`src/dsh_pkg.sv`:
```
// ----------------------------------------------------------------------------
// dsh_pkg: shared constants of the diamond-square heightfield generator
// Holds the widths of the square-root unit and the register and walk codes.
// ----------------------------------------------------------------------------
package dsh_pkg;

  // Radicand of the distance root: (dr^2+dc^2) scaled to Q.32 stays below 2^34.
  localparam int unsigned SQ_IN_W  = 34;
  // Root bits produced, one per iteration.
  localparam int unsigned SQ_OUT_W = 21;

  // Configuration register indexes.
  localparam logic [1:0] CFG_GRID_ORDER = 2'd0;
  localparam logic [1:0] CFG_MAX_HEIGHT = 2'd1;
  localparam logic [1:0] CFG_START_AMP  = 2'd2;

  // Walk phases within one level.
  localparam logic [1:0] PH_DIAMOND = 2'd0;
  localparam logic [1:0] PH_RIGHT   = 2'd1;
  localparam logic [1:0] PH_BOTTOM  = 2'd2;

endpackage

```
`src/dsh_isqrt.sv`:
```
// ----------------------------------------------------------------------------
// dsh_isqrt: iterative integer square root
// Produces the floor root one bit per cycle by the classic remainder method.
// ----------------------------------------------------------------------------
module dsh_isqrt
  import dsh_pkg::*;
(
  input  logic                clk_i,
  input  logic                rst_ni,
  input  logic                start_i,
  input  logic [SQ_IN_W-1:0]  radicand_i,
  output logic                done_o,
  output logic [SQ_OUT_W-1:0] root_o
);

  localparam int unsigned RW = 2 * SQ_OUT_W;
  localparam int unsigned CNTW = $clog2(SQ_OUT_W + 1);

  logic [RW-1:0]   op_q, op_d;
  logic [RW-1:0]   res_q, res_d;
  logic [RW-1:0]   one_q, one_d;
  logic [CNTW-1:0] cnt_q, cnt_d;
  logic            busy_q, busy_d;
  logic            done_q, done_d;
  logic [RW-1:0]   trial;

  assign trial = res_q + one_q;

  always_comb begin
    op_d   = op_q;
    res_d  = res_q;
    one_d  = one_q;
    cnt_d  = cnt_q;
    busy_d = busy_q;
    done_d = done_q;
    if (start_i) begin
      op_d   = RW'(radicand_i);
      res_d  = '0;
      one_d  = RW'(1) << (RW - 2);
      cnt_d  = '0;
      busy_d = 1'b1;
      done_d = 1'b0;
    end else if (busy_q) begin
      if (op_q >= trial) begin
        op_d  = op_q - trial;
        res_d = (res_q >> 1) + one_q;
      end else begin
        res_d = res_q >> 1;
      end
      one_d = one_q >> 2;
      cnt_d = cnt_q + CNTW'(1);
      if (cnt_q == CNTW'(SQ_OUT_W - 1)) begin
        busy_d = 1'b0;
        done_d = 1'b1;
      end
    end
  end

  always_ff @(posedge clk_i or negedge rst_ni) begin
    if (!rst_ni) begin
      busy_q <= 1'b0;
      done_q <= 1'b0;
      cnt_q  <= '0;
    end else begin
      busy_q <= busy_d;
      done_q <= done_d;
      cnt_q  <= cnt_d;
    end
  end

  always_ff @(posedge clk_i) begin
    op_q  <= op_d;
    res_q <= res_d;
    one_q <= one_d;
  end

  assign done_o = done_q;
  assign root_o = res_q[SQ_OUT_W-1:0];

endmodule

```
`config.mk`:
```
export PLATFORM = sky130hd
export DESIGN_NAME = dsh_isqrt
export DESIGN_NICKNAME = d
export VERILOG_FILES = /design/src/dsh_pkg.sv /design/src/dsh_isqrt.sv
export SDC_FILE = /design/constraint.sdc
export NUM_CORES = 1
export LEC_CHECK = 0
export BUFFER_PORTS_ARGS = -buffer_cell sky130_fd_sc_hd__buf_2
export CORE_MARGIN = 5
export CORE_UTILIZATION = 46
export CTS_CLUSTER_SIZE = 28
export DETAILED_ROUTE_END_ITERATION = 7
export GPL_ROUTABILITY_DRIVEN = 1
export HOLD_SLACK_MARGIN = 0.12
export PLACE_DENSITY_LB_ADDON = 0.1
export SKIP_CTS_REPAIR_TIMING = 1
export SLEW_MARGIN = 20
export SYNTH_ARGS = -nofsm -noshare
export SYNTH_HDL_FRONTEND = slang
export SYNTH_SLANG_ARGS = --single-unit
export TNS_END_PERCENT = 30
```
`constraint.sdc`:
```
create_clock -name clk_i -period 15.78 [get_ports clk_i]
set_clock_uncertainty 0.1 [all_clocks]
set_input_delay 0.789 -clock clk_i [delete_from_list [all_inputs] [get_ports clk_i]]
set_output_delay 0.789 -clock clk_i [all_outputs]
set_load 0.1 [all_outputs]
```
Word-level counts from Yosys, hierarchy flattened
Index checks and enable logic that the tools add are counted.
W data, S select, Z words.
- add/sub/neg operators: 4
- equality and inequality tests: 1
- $lt $le $gt $ge: 1
- reductions and logical operators: 6
- multiplexer cells: 12
- operator list (cell ; count):
    $mux W34 ; 3
    $add A41 B41 Y42 ; 1
    $add A42 B41 Y42 ; 1
    $ge A42 B42 Y1 ; 1
    $mux W42 ; 1
    $sub A42 B42 Y42 ; 1
    $mux W5 ; 2
    $mux W1 ; 6
    $reduce_and A2 Y1 ; 3
    $reduce_bool A2 Y1 ; 3
    $add A5 B1 Y5 const B ; 1
    $eq A5 B5 Y1 const B ; 1
- bits in registers: 112
- logic and storage cells: 31

Depth between registers and ports, before layout
- depth in word-level cells: 5
- gate-level depth with buffers: 24

Least setup slack after synthesis
No wires, ideal clock.
- path kind: register to register
- start point: register res_q[2]
- end point: register op_q[0] (enable)
- data arrival time: 5.103 ns
- setup slack: 10.185 ns
- clock period less this slack: 5.595 ns
- stages on the path, launching flop included: 21
- cell sequence: dfxtp_1 ha_1 a31o_2 a31oi_1 o311ai_2 a21oi_1 o41ai_2 nand2_1 nand2_1 a21oi_1 xor2_1 ha_1 clkbuf_1 nand4_1 nor4_1 nand3b_1 o311ai_1 o21ai_2 o31ai_4 nand2_1 nand2_1
- cells in the longest elaborated chain, start to end: 4
- RTL lines (element ; RTL line ; source):
    from (decl) ; dsh_isqrt.sv:20 ; logic [RW-1:0] res_q, res_d;
    from (signal assigned) ; dsh_isqrt.sv:73 ; res_q <= res_d;
    $add A42 B41 Y42 ; dsh_isqrt.sv:27 ; assign trial = res_q + one_q;
    $ge A42 B42 Y1 ; dsh_isqrt.sv:44 ; if (op_q >= trial) begin
    $reduce_bool A2 Y1 (no source line) ; n/a ;
    $reduce_and A2 Y1 (no source line) ; n/a ;
    to (signal assigned) ; dsh_isqrt.sv:72 ; op_q <= op_d;
    to (decl) ; dsh_isqrt.sv:19 ; logic [RW-1:0] op_q, op_d;
No other way between the ends.
A chain may end at the register's enable or synchronous reset.

Worst setup path in the final report
- start point: register res_q[6]
- end point: register op_q[8] (enable)
The elaborated chain is that of the path after synthesis.

==> flow_summary.yaml <==
die:
  dieArea_mm2: 0.0243
  io_pins: 59
  fp-row-count: 53
  die_h_um: 156
  initial_core_util_pct: 46.7
  die_w_um: 156
  coreArea_mm2: 0.0210
layout:
  num_antenna_cells: 0
  finalCoreUtilization_pct: 49.4
  fillers: 2156
  fin_nets: 1357
  drive_above_1_share_pct: 8.25
  syn2layout_area_growth_pct: 5.72
synth:
  yosysTopAreaCell: "dfxtp_1"
  ys_ff_latch: 112
  synthMuxAreaShare_pct: 3.40
  syn_nets: 1367
  synth_fa_ha_area_share_pct: 11.5
  synthCells: 1241
  synthFlopType: "dfxtp_1"
  synth_cell_types: 75
  yosys.area_share.simple_pct: 18.1
  syn_area_mm2: 0.00978
  async_flop_share_pct: 6.25
  post-synth-top-count-cell: "nand2_1"
  synth.avg_cell_area_um2: 7.88
  synth_common_cells: "144 x nand2_1, 123 x nor2_1, 110 x o21ai_0"
  ys_seq_area_share_pct: 26.8
  synth-edff-count: 34
  ys_warn_count: 0
  synth_top_family_by_area: "compound AO/OA/AOI/OAI gates"
  synth_top_area_share_pct: 14.5
  synth_compound_area_share_pct: 26.1
  synthXorXnorAreaFrac_pct: 8.15
  ys_top_cells_by_area: "dfxtp_1 15%, ha_1 11%, edfxtp_1 10%"
setup_path:
  reg2reg_to: "op_q[8]"
  r2r_cells: 20
  cp.arrival_ns: 6.15
  max_stage_delay_ns: 0.53
  path_cells: "ha_1 -> nand4_1 -> o21ai_0 -> a21oi_1 -> o31ai_1 -> a311o_1 -> and3_1 -> o21ai_0 -> xor2_1 -> ha_1 -> nand4_1 -> nor4_1 -> nand3b_1 -> o311ai_1 -> o21ai_2 -> o31ai_4 -> buf_4 -> nand2_1 -> nand2_1 -> buf_4"
  critPathLaunchType: "flop"
  end_kind: "flop"
  r2r-start: "res_q[6]"
  cp.required_ns: 15.69
  critPathLaunch: "res_q[6]"
  crit_type: "flop to flop"
  critPathMaxFanout: 37
  critical_path.endpoint: "op_q[8]"
  cp_slowest_cell: "o31ai_1"
  rrSetupSlack_ns: 9.54
placement:
  finalWeightedCongestion: 0.865
  dp_hpwl_um: 19400
  port_buffers: 58
  dp_slack_ns: 9.60
routing:
  drt_iter0_drc: 424
  drc: 0
  finalWirelength_um: 26000
  post_drt_wl_per_cell_um: 17.2
  antenna_left: 0
  via_per_inst: 5.85
  num_vias: 8833
  drtPass1Iterations: 5
pwr:
  vdd_ir_drop_max_uv: 97.4
  power.leakage_nw: 4.30
  power_density_mw_per_mm2: 195
  finalPower_mw: 2.02
clock_network:
  clk_latency_ns: 0.37
  htree_levels: 3
  clock-sinks: 112
  cts_made_buffers: 9
  cts.clk_slew.worst_paths_ns: 0.09
  clk_path_buf_depth: 2
  cts_tree: "built"
  cts-root-buf: "clkbuf_16"
global_routing:
  track_usage_pct: 21.0
  antenna_found_initial: 0
  grt_pass1_wl_um: 42200
  overflow: 0
  grt_pass1_vias: 8243
  grt_max_degree: 59
timing:
  timing.fmax_ghz: 0.160
  slew_headroom_pct: 46.8
  hold_violations: 0
  grt_setup_unrepaired: "false"
  period_share_pct: 39.5
  finalSetupViolCount: 0
  tightest_slew_ns: 0.795
  setup_ws_ns: 9.54
  slew_viol_final: 0
  setup-tns-final_ns: 0
  hold_ws_ns: 0.143
  min_period_ns: 6.24
flow_run:
  drv_cap: 0
status:
  status: "finished clean"
hold_path:
  hold_path.class: "input port to async pin"
-- report_power, final --
| part | total [mW] | internal (mW) | switching (mW) |
|---|---|---|---|
| clock | 0.240 | 0.113 | 0.127 |
| combinational | 1.29 | 0.461 | 0.830 |
| sequential | 0.486 | 0.407 | 0.0788 |
-- cells in the final DEF, fill, tap and decap left out, types with 39 or more instances in the layout --
cell type / Yosys / routed
nand2_1: 144 / 144
nor2_1: 123 / 123
o21ai_0: 110 / 110
a21oi_1: 90 / 90
ha_1: 88 / 88
dfxtp_1: 71 / 71
buf_2: 8 / 57
xor2_1: 52 / 52
inv_1: 46 / 46
xnor2_1: 39 / 39
-- metrics by stage --
step,instance area [um2],std cells
6_report,10300,1511
5_1_grt,10300,1511
4_1_cts,10300,1511
3_5_place_dp,10000,1495
3_3_place_gp,10000,1495
2_1_floorplan,9780,1241
-- per-layer routing --
layer	global-route usage, %	share of wire (%)
met4	3.83	0.96
met3	3.19	4.4
met1	28.0	47
met2	36.6	48
met5	0	0
-- worst min-delay path by stage --
stage	startpoint	cells after the start	to	slack [ns]
final	rst_ni	1	cnt_q[3]	0.14
after global routing	rst_ni	1	cnt_q[1]	0.14
after CTS	rst_ni	1	cnt_q[2]	0.13
after detailed placement	op_q[35]	2	op_q[35]	0.35
after global placement	op_q[34]	2	op_q[34]	0.35
after floorplan	op_q[35]	2	op_q[35]	0.34
-- critical path, delay by kind of cell, from the launching register on --
kind / cells / cell delay (ns)
AOI/OAI and AO/OA: 8 / 1.99
adders and majority gates: 2 / 0.84
DFF: 1 / 0.40
and+or+nand+nor: 7 / 1.46
buffers and inverters: 2 / 0.83
xor gates and xnor gates: 1 / 0.20
-- cell type report --
| class | instances | area [um2] | share of cell area, % |
|---|---|---|---|
| tap | 275 | 344 | 3.33 |
| clock inverter | 7 | 71.3 | 0.690 |
| timing repair buffer | 63 | 330 | 3.19 |
| clock buffer | 9 | 225 | 2.18 |
| multi-input combinational | 998 | 6570 | 63.6 |
| inverter | 47 | 176 | 1.71 |
| sequential | 112 | 2620 | 25.3 |
-- flip-flops by register name, indices dropped and copies added, names as in the netlist --
signal / flops
done_o: 1
res_q: 42
one_q: 21
op_q: 42
cnt_q: 5
busy_q: 1
-- kinds of logic (layout without fill, tap and decap cells) --
| group | after synthesis | after routing |
|---|---|---|
| xor gates and xnor gates | 91 | 91 |
| buffers and inverters | 131 | 126 |
| DFF | 112 | 112 |
| and+or+nand+nor | 391 | 391 |
| adders and majority gates | 89 | 89 |
| muxes | 33 | 33 |
| AOI/OAI and AO/OA | 394 | 394 |
Note: power is estimated with default switching activity, not from simulation.
